<file path="config.mk">
export PLATFORM = sky130hd
export DESIGN_NAME = nsc_scan
export DESIGN_NICKNAME = d
export VERILOG_FILES = /design/src/rtl/nsc_pkg.sv /design/src/rtl/nsc_scan.sv
export SDC_FILE = /design/constraint.sdc
export NUM_CORES = 1
export LEC_CHECK = 0
export ABC_CLOCK_PERIOD_IN_PS = 3900
export BUFFER_PORTS_ARGS = -buffer_cell sky130_fd_sc_hd__buf_2
export CAP_MARGIN = 20
export CORE_ASPECT_RATIO = 0.9
export CORE_MARGIN = 5
export CORE_UTILIZATION = 59
export CTS_CLUSTER_SIZE = 40
export DETAILED_ROUTE_END_ITERATION = 16
export PLACE_DENSITY = 0.79
export SLEW_MARGIN = 10
export SYNTH_ARGS = -nofsm -noshare
export SYNTH_HDL_FRONTEND = slang
export SYNTH_SLANG_ARGS = --single-unit
</file>
<file path="constraint.sdc">
create_clock -name clk_i -period 3.9 [get_ports clk_i]
set_input_delay 0.39 -clock clk_i [delete_from_list [all_inputs] [get_ports clk_i]]
set_output_delay 0.39 -clock clk_i [all_outputs]
set_load 0.005 [all_outputs]
</file>
<file path="src/rtl/nsc_pkg.sv">
// Types, character constants and helper functions for the sentence checker.
package nsc_pkg;

  localparam logic [7:0] CharComma  = 8'h2C;
  localparam logic [7:0] CharStar   = 8'h2A;
  localparam logic [7:0] CharDollar = 8'h24;

  // Head matcher progress codes beyond the six matched-byte counts.
  localparam logic [3:0] HeadFull   = 4'd6;
  localparam logic [3:0] HeadClosed = 4'd7;
  localparam logic [3:0] HeadFail   = 4'd15;

  localparam logic [7:0] FieldMax = 8'hFF;
  localparam logic [1:0] LenMax   = 2'd3;

  typedef struct packed {
    logic       checksum_ok;
    logic [7:0] checksum_value;
    logic [7:0] field_total;
    logic       is_rmc;
  } result_t;

  // Character of the sentence head "$GPRMC" at a given position.
  function automatic logic [7:0] rmc_char(input logic [2:0] pos);
    logic [7:0] ch;
    case (pos)
      3'd0:    ch = 8'h24;  // '$'
      3'd1:    ch = 8'h47;  // 'G'
      3'd2:    ch = 8'h50;  // 'P'
      3'd3:    ch = 8'h52;  // 'R'
      3'd4:    ch = 8'h4D;  // 'M'
      3'd5:    ch = 8'h43;  // 'C'
      default: ch = 8'h00;
    endcase
    return ch;
  endfunction

  // Uppercase ASCII hex digit for one nibble.
  function automatic logic [7:0] hex_char(input logic [3:0] nib);
    logic [7:0] ch;
    if (nib < 4'd10) begin
      ch = 8'h30 + {4'd0, nib};
    end else begin
      ch = 8'h37 + {4'd0, nib};
    end
    return ch;
  endfunction

endpackage

</file>
<file path="src/rtl/nsc_scan.sv">
// Per-sentence scan state: checksum, field tracking and head match.
module nsc_scan (
  input  logic                clk_i,
  input  logic                rst_ni,
  input  logic                step_i,
  input  logic [7:0]          char_i,
  input  logic                last_i,
  output nsc_pkg::result_t    result_o
);

  logic [7:0]  xor_q, xor_d, xor_n;
  logic        star_q, star_d, star_n;
  logic [1:0]  cur_len_q, cur_len_d, cur_len_n;
  logic [15:0] cur_chr_q, cur_chr_d, cur_chr_n;
  logic [1:0]  prev_len_q, prev_len_d, prev_len_n;
  logic [15:0] prev_chr_q, prev_chr_d, prev_chr_n;
  logic [7:0]  fields_q, fields_d, fields_n;
  logic        lsep_q, lsep_d, lsep_n;
  logic [3:0]  head_q, head_d, head_n;

  logic        is_sep;
  logic [8:0]  total_wide;
  logic [1:0]  lf_len;
  logic [15:0] lf_chr;
  logic [15:0] want;

  assign is_sep = (char_i == nsc_pkg::CharComma) || (char_i == nsc_pkg::CharStar);

  always_comb begin
    xor_n      = xor_q;
    star_n     = star_q;
    cur_len_n  = cur_len_q;
    cur_chr_n  = cur_chr_q;
    prev_len_n = prev_len_q;
    prev_chr_n = prev_chr_q;
    fields_n   = fields_q;
    lsep_n     = lsep_q;
    head_n     = head_q;

    if (char_i == nsc_pkg::CharStar) begin
      star_n = 1'b1;
    end else if (!star_q && (char_i != nsc_pkg::CharDollar)) begin
      xor_n = xor_q ^ char_i;
    end

    if (fields_q == 8'd0) begin
      if (is_sep) begin
        head_n = (head_q == nsc_pkg::HeadFull) ? nsc_pkg::HeadClosed : nsc_pkg::HeadFail;
      end else if ((head_q < nsc_pkg::HeadFull) &&
                   (char_i == nsc_pkg::rmc_char(head_q[2:0]))) begin
        head_n = head_q + 4'd1;
      end else begin
        head_n = nsc_pkg::HeadFail;
      end
    end

    if (is_sep) begin
      prev_len_n = cur_len_q;
      prev_chr_n = cur_chr_q;
      cur_len_n  = 2'd0;
      cur_chr_n  = 16'd0;
      if (fields_q != nsc_pkg::FieldMax) begin
        fields_n = fields_q + 8'd1;
      end
      lsep_n = 1'b1;
    end else begin
      cur_chr_n = {cur_chr_q[7:0], char_i};
      if (cur_len_q != nsc_pkg::LenMax) begin
        cur_len_n = cur_len_q + 2'd1;
      end
      lsep_n = 1'b0;
    end
  end

  // Result from the updated state; only used when the final byte steps.
  always_comb begin
    total_wide = {1'b0, fields_n} + {8'd0, !lsep_n};
    lf_len     = lsep_n ? prev_len_n : cur_len_n;
    lf_chr     = lsep_n ? prev_chr_n : cur_chr_n;
    want       = {nsc_pkg::hex_char(xor_n[7:4]), nsc_pkg::hex_char(xor_n[3:0])};

    result_o.field_total    = total_wide[8] ? nsc_pkg::FieldMax : total_wide[7:0];
    result_o.checksum_ok    = (total_wide >= 9'd2) && (lf_len == 2'd2) && (lf_chr == want);
    result_o.checksum_value = xor_n;
    result_o.is_rmc         = (head_n == nsc_pkg::HeadClosed) ||
                              (head_n == nsc_pkg::HeadFull);
  end

  // A final byte returns every register to its reset value.
  always_comb begin
    if (last_i) begin
      xor_d      = 8'd0;
      star_d     = 1'b0;
      cur_len_d  = 2'd0;
      cur_chr_d  = 16'd0;
      prev_len_d = 2'd0;
      prev_chr_d = 16'd0;
      fields_d   = 8'd0;
      lsep_d     = 1'b0;
      head_d     = 4'd0;
    end else begin
      xor_d      = xor_n;
      star_d     = star_n;
      cur_len_d  = cur_len_n;
      cur_chr_d  = cur_chr_n;
      prev_len_d = prev_len_n;
      prev_chr_d = prev_chr_n;
      fields_d   = fields_n;
      lsep_d     = lsep_n;
      head_d     = head_n;
    end
  end

  always_ff @(posedge clk_i or negedge rst_ni) begin
    if (!rst_ni) begin
      xor_q      <= 8'd0;
      star_q     <= 1'b0;
      cur_len_q  <= 2'd0;
      cur_chr_q  <= 16'd0;
      prev_len_q <= 2'd0;
      prev_chr_q <= 16'd0;
      fields_q   <= 8'd0;
      lsep_q     <= 1'b0;
      head_q     <= 4'd0;
    end else if (step_i) begin
      xor_q      <= xor_d;
      star_q     <= star_d;
      cur_len_q  <= cur_len_d;
      cur_chr_q  <= cur_chr_d;
      prev_len_q <= prev_len_d;
      prev_chr_q <= prev_chr_d;
      fields_q   <= fields_d;
      lsep_q     <= lsep_d;
      head_q     <= head_d;
    end
  end

endmodule
</file>
-- Yosys cells after proc, flatten, opt, wreduce, memory -nomap -nowiden
Index checks and enable logic that the tools add are counted.
- add/sub/neg operators: 8
- magnitude comparators: 4
- eq/ne operators: 16
- mux-type cells: 31
- bitwise gates (word level): 1
- reductions and logical operators: 12
- operator list (cell ; number):
    2-to-1 mux 16 bit ; 5
    2-to-1 mux 8 bit ; 9
    one-hot mux 7 bit (6 select lines) ; 1
    adder 6 x 4 -> 7 bit (first input constant) ; 4
    2-to-1 mux 4 bit ; 5
    equality test 16 bit ; 1
    equality test 8 x 6 -> 1 bit (second input constant) ; 2
    2-to-1 mux 7 bit ; 2
    equality test 4 x 3 -> 1 bit (second input constant) ; 3
    2-to-1 mux 2 bit ; 6
    adder 8 x 1 -> 9 bit ; 1
    greater-or-equal comparator 9 x 2 -> 1 bit (second input constant) ; 1
    adder 8 x 1 -> 8 bit (second input constant) ; 1
    equality test 8 bit ; 1
    logical NOT 8 bit ; 1
    less-than comparator 4 bit (second input constant) ; 2
    inequality test 8 x 6 -> 1 bit (second input constant) ; 1
    inequality test 8 bit (second input constant) ; 1
    XOR 8 bit ; 1
    equality test 3 x 2 -> 1 bit (second input constant) ; 2
    equality test 3 bit (second input constant) ; 2
    adder 4 x 1 -> 4 bit (second input constant) ; 1
    logical AND 1 bit ; 4
    less-than comparator 4 x 3 -> 1 bit (second input constant) ; 1
    10 further kinds ; 14
- register bits after elaboration: 57
- input port bits: 12
- word-level logic and storage cells: 80

-- Longest topological paths before layout
- depth in word-level cells: 11
- depth in mapped cells: 14
- depth with buffers taken out: 12

-- Worst setup path before layout
Ideal clock, no wire load.
- path kind: in2out
- start: input port char_i[5]
- end: output port result_o[17] in the netlist's numbering
- arrival: 3.154 ns
- data required time: 3.510 ns
- path slack: 0.356 ns
- stages on the path: 13
- path buffers: 3
- path through: buf_4 -> or4b_1 -> buf_6 -> or3_4 -> buf_6 -> nor2_1 -> o21ai_0 -> ha_1 -> a2111oi_0 -> a21oi_1 -> nor3_2 -> nand4_1 -> o2111a_1
- RTL lines (what ; RTL line ; source):
    start: declaration ; nsc_scan.sv:6 ; input logic [7:0] char_i,
    end: declaration ; nsc_scan.sv:8 ; output nsc_pkg::result_t result_o

==> metrics.txt <==
# TYPE chip_impl_metric gauge
chip_impl_metric{name="antenna_found_initial",unit=""} 0
chip_impl_metric{name="netlist_instances",unit=""} 350
chip_impl_metric{name="max_cap_violations",unit=""} 0
chip_impl_metric{name="grt_max_degree",unit=""} 40
chip_impl_metric{name="critical_path.max_fanout",unit=""} 7
chip_impl_metric{name="clk-insertion-delay-late",unit="ps"} 300
chip_impl_metric{name="first_pass_iters",unit=""} 5
chip_impl_info{name="cp_slowest_cell",value="sky130_fd_sc_hd__or4b_1"} 1
chip_impl_metric{name="first_global_vias",unit=""} 2607
chip_impl_metric{name="post-route-drc-count",unit=""} 0
chip_impl_metric{name="drive_gt1_share",unit="%"} 17.7
chip_impl_metric{name="timing.reg2reg.setup_slack",unit="ps"} 1070
chip_impl_metric{name="clock_tree.buffer_depth",unit=""} 2
chip_impl_metric{name="globalRouteTotalUtil",unit="%"} 24.3
chip_impl_info{name="clockRootBuffer",value="sky130_fd_sc_hd__clkbuf_8"} 1
chip_impl_metric{name="antenna_violating_nets_post_route",unit=""} 0
chip_impl_metric{name="finalNetCount",unit=""} 390
chip_impl_metric{name="place.port_buffers",unit=""} 29
chip_impl_metric{name="final.min_clock_period",unit="ps"} 3640
chip_impl_metric{name="max-slew-margin-rel",unit="%"} 35.8
chip_impl_metric{name="maxSlewViolCount",unit=""} 0
chip_impl_metric{name="detailed_placer_s_ending_hpwl",unit="um"} 5650
chip_impl_metric{name="irDropWorstVdd",unit="uV"} 211
chip_impl_metric{name="worst_setup_hold_path_clk_slew",unit="ps"} 80
chip_impl_metric{name="cts-hold-fix-buffers",unit=""} 0
chip_impl_metric{name="grt_overflow_total",unit=""} 0
chip_impl_metric{name="max_clock_freq",unit="MHz"} 274
chip_impl_metric{name="pin_count",unit=""} 30
chip_impl_metric{name="critical-path-max-stage-delay",unit="ps"} 550
chip_impl_metric{name="nFillCells",unit=""} 428
chip_impl_info{name="run_status",value="finished clean"} 1
chip_impl_info{name="worst_setup_path_end_kind",value="primary output"} 1
chip_impl_metric{name="initial_utilization",unit="%"} 60.5
chip_impl_metric{name="post_synth_instance_area",unit="um^2"} 3160
chip_impl_info{name="min-delay-path-class",value="in -> async"} 1
chip_impl_metric{name="worst-endpoint-required",unit="ps"} 3510
chip_impl_info{name="reg2reg_to",value="head_q[2]"} 1
chip_impl_metric{name="timing.final.hold_violations",unit=""} 0
chip_impl_metric{name="level_count_of_the_clock_h_tree",unit=""} 2
chip_impl_metric{name="placement_rows",unit=""} 25
chip_impl_metric{name="yosysWarningCount",unit=""} 0
chip_impl_metric{name="synth-seq-area-share",unit="%"} 30.9
chip_impl_info{name="crit_path_start_kind",value="input port"} 1
chip_impl_metric{name="yosysUniqueCellTypes",unit=""} 72
chip_impl_metric{name="finalCritPeriodShare",unit="%"} 93.4
chip_impl_metric{name="routed-via-count",unit=""} 2791
chip_impl_metric{name="avgRoutedWirePerCell",unit="um"} 18.4
chip_impl_metric{name="dieArea",unit="um^2"} 6930
chip_impl_metric{name="area_growth",unit="%"} 9.22
chip_impl_metric{name="fin_tns_setup",unit="ps"} 0
chip_impl_metric{name="layout_setup_ws",unit="ps"} 256
chip_impl_metric{name="drt-vias-per-instance",unit=""} 6.43
chip_impl_metric{name="synth_seq_cells",unit=""} 39
chip_impl_info{name="critical_path_class",value="in -> out"} 1
chip_impl_info{name="cts_tree",value="yes"} 1
chip_impl_metric{name="holdWs",unit="ps"} 200
chip_impl_metric{name="crit_arrival",unit="ps"} 3250
chip_impl_metric{name="core_area",unit="um^2"} 5220
chip_impl_info{name="reg2reg_from",value="head_q[2]"} 1
chip_impl_metric{name="die_height",unit="um"} 79.5
chip_impl_metric{name="grt_pass1_wl",unit="um"} 13300
chip_impl_info{name="crit_chain",value="buf_2 > or4b_1 > buf_4 > a211o_1 > a211oi_2 > ha_1 > o21ai_1 > a211o_1 > o311ai_0 > and4_1 > o2111a_1 > buf_2"} 1
chip_impl_metric{name="fin_worst_skew",unit="ps"} 9.70
chip_impl_metric{name="insertedDiodeCount",unit=""} 0
chip_impl_metric{name="routed_wirelength",unit="um"} 8000
chip_impl_info{name="grt_setup_unrepaired",value="no"} 1
chip_impl_metric{name="power_leakage",unit="uW"} 0.00153
chip_impl_metric{name="proportion_of_register_bits_with_asynchronous_set_or_reset_after_synthesis",unit="%"} 100
chip_impl_metric{name="pre_cts_slack",unit="ps"} 255
chip_impl_metric{name="final-setup-viol-count",unit=""} 0
chip_impl_metric{name="gp_congestion",unit=""} 0.918
chip_impl_metric{name="avgSynthCellArea",unit="um^2"} 9.03
chip_impl_metric{name="count_of_flip_flops_with_a_built_in_enable_after_synthesis",unit=""} 0
chip_impl_metric{name="drt_first_iter_violations",unit=""} 203
chip_impl_metric{name="number_of_cts_inserted_buffers",unit=""} 5
chip_impl_info{name="synth-main-ff-cell",value="sky130_fd_sc_hd__dfrtp_1"} 1
chip_impl_metric{name="synth_fp_nets",unit=""} 374
chip_impl_metric{name="chipWidth",unit="um"} 87.2
chip_impl_metric{name="max_slew.worst_pin.slew",unit="ps"} 960
chip_impl_metric{name="clock_sink_count",unit=""} 39
chip_impl_metric{name="cellPowerDensity",unit="nW/um^2"} 346
chip_impl_metric{name="timing.reg2reg.worst_path_depth",unit=""} 9
per-stage QoR:
| step | instance area [um^2] | util (%) | instances | total power, uW |
|---|---|---|---|---|
| after floorplan | 3160 | - | 350 | 697 |
| after global placement | 3320 | 63.5 | 426 | 773 |
| after detailed placement | 3320 | 63.5 | 426 | 784 |
| after CTS | 3450 | 66.0 | 434 | 1200 |
| after global routing | 3450 | 66.1 | 434 | 1250 |
| final | 3450 | 66.1 | 434 | 1200 |
report_power, final:
group | internal (uW) | switching, uW
clock | 256 | 156
combinational | 132 | 180
sequential | 435 | 36.7
cells by family after synthesis:
| group | after synthesis | share of synthesized area (%) |
|---|---|---|
| xor+xnor | 28 | 8.71 |
| buf+inv | 45 | 6.21 |
| simple gates | 121 | 21.7 |
| compound gates | 94 | 24.1 |
| fa+ha+maj | 12 | 4.75 |
| flops | 39 | 30.9 |
| mux | 11 | 3.64 |
layout by cell type, fill, tap and decap left out, types with 3 or more instances in the layout:
cell	count
sky130_fd_sc_hd__a211o_1	4
sky130_fd_sc_hd__a21oi_1	11
sky130_fd_sc_hd__a22o_1	20
sky130_fd_sc_hd__and3_1	3
sky130_fd_sc_hd__buf_2	29
sky130_fd_sc_hd__buf_4	3
sky130_fd_sc_hd__clkbuf_8	5
sky130_fd_sc_hd__dfrtp_1	39
sky130_fd_sc_hd__ha_1	11
sky130_fd_sc_hd__inv_1	18
sky130_fd_sc_hd__mux2i_1	10
sky130_fd_sc_hd__nand2_1	28
sky130_fd_sc_hd__nand2b_1	7
sky130_fd_sc_hd__nand3_1	10
sky130_fd_sc_hd__nand3b_1	6
sky130_fd_sc_hd__nand4_1	5
sky130_fd_sc_hd__nor2_1	24
sky130_fd_sc_hd__nor2b_1	7
sky130_fd_sc_hd__nor3_1	6
sky130_fd_sc_hd__o21ai_0	14
sky130_fd_sc_hd__o2bb2ai_1	10
sky130_fd_sc_hd__o31ai_1	3
sky130_fd_sc_hd__xnor2_1	17
sky130_fd_sc_hd__xnor2_2	4
sky130_fd_sc_hd__xor2_1	7
per-layer routing:
metal	global-route usage [%]	up-vias	part of all wire [%]	routed length (um)
met3	4.23	22	6.2	494
met2	38.0	104	46	3700
met1	33.7	1360	45	3620
met5	0	-	0	0
met4	8.90	0	2.4	189
li1	-	1305	-	-
cell type report:
type	count	area, um^2	share of cell area [%]
clock inverters	2	60.1	1.74
multi-input cells	266	1990	57.8
flip-flops and latches	39	976	28.3
clock buffers	6	72.6	2.10
inverters	21	78.8	2.28
repair buffers	33	188	5.43
well taps	67	83.8	2.43
critical path, delay by kind of cell:
family,cells,cell delay [ps]
AO/OA/AOI/OAI,6,1320
AND/OR/NAND/NOR,2,830
buffers and inverters,3,450
adder cells (fa/ha/maj),1,270
synth_stat cells, drive strengths merged, types with 9 or more instances:
master	number	area share, %
clkbuf	19	2.3
ha	12	4.7
nand2	28	3.3
a22o	20	5.5
xnor2	21	6.8
o21ai	17	2.9
inv	20	2.4
nor2	25	3.0
a21oi	11	1.7
dfrtp	39	31
o2bb2ai	10	2.8
nand3	10	1.6
mux2i	10	3.2
nor3	9	2.3
flip-flops by register name, indices dropped and copies added (netlist names):
| signal | count |
|---|---|
| cur_chr_q | 16 |
| cur_len_q | 2 |
| fields_q | 8 |
| head_q | 4 |
| star_q | 1 |
| xor_q | 8 |
worst max-delay path by stage:
stage / from / cells after the start / to / slack, ps
finish: char_i[4] / 12 / result_o[17] / 260
global route: fields_q[0] / 13 / result_o[17] / 30
CTS: char_i[2] / 11 / result_o[17] / 250
detailed placement: char_i[2] / 11 / result_o[17] / 260
global placement: char_i[2] / 11 / result_o[17] / 320
floorplan: char_i[5] / 13 / result_o[17] / 360
what timing repair did:
item	in CTS	in global routing
endpoints found under the setup margin	0	2
gates resized for setup	0	3
endpoints found under the hold margin	0	0
setup buffers	0	0
Note: power is estimated with default switching activity, not from simulation.
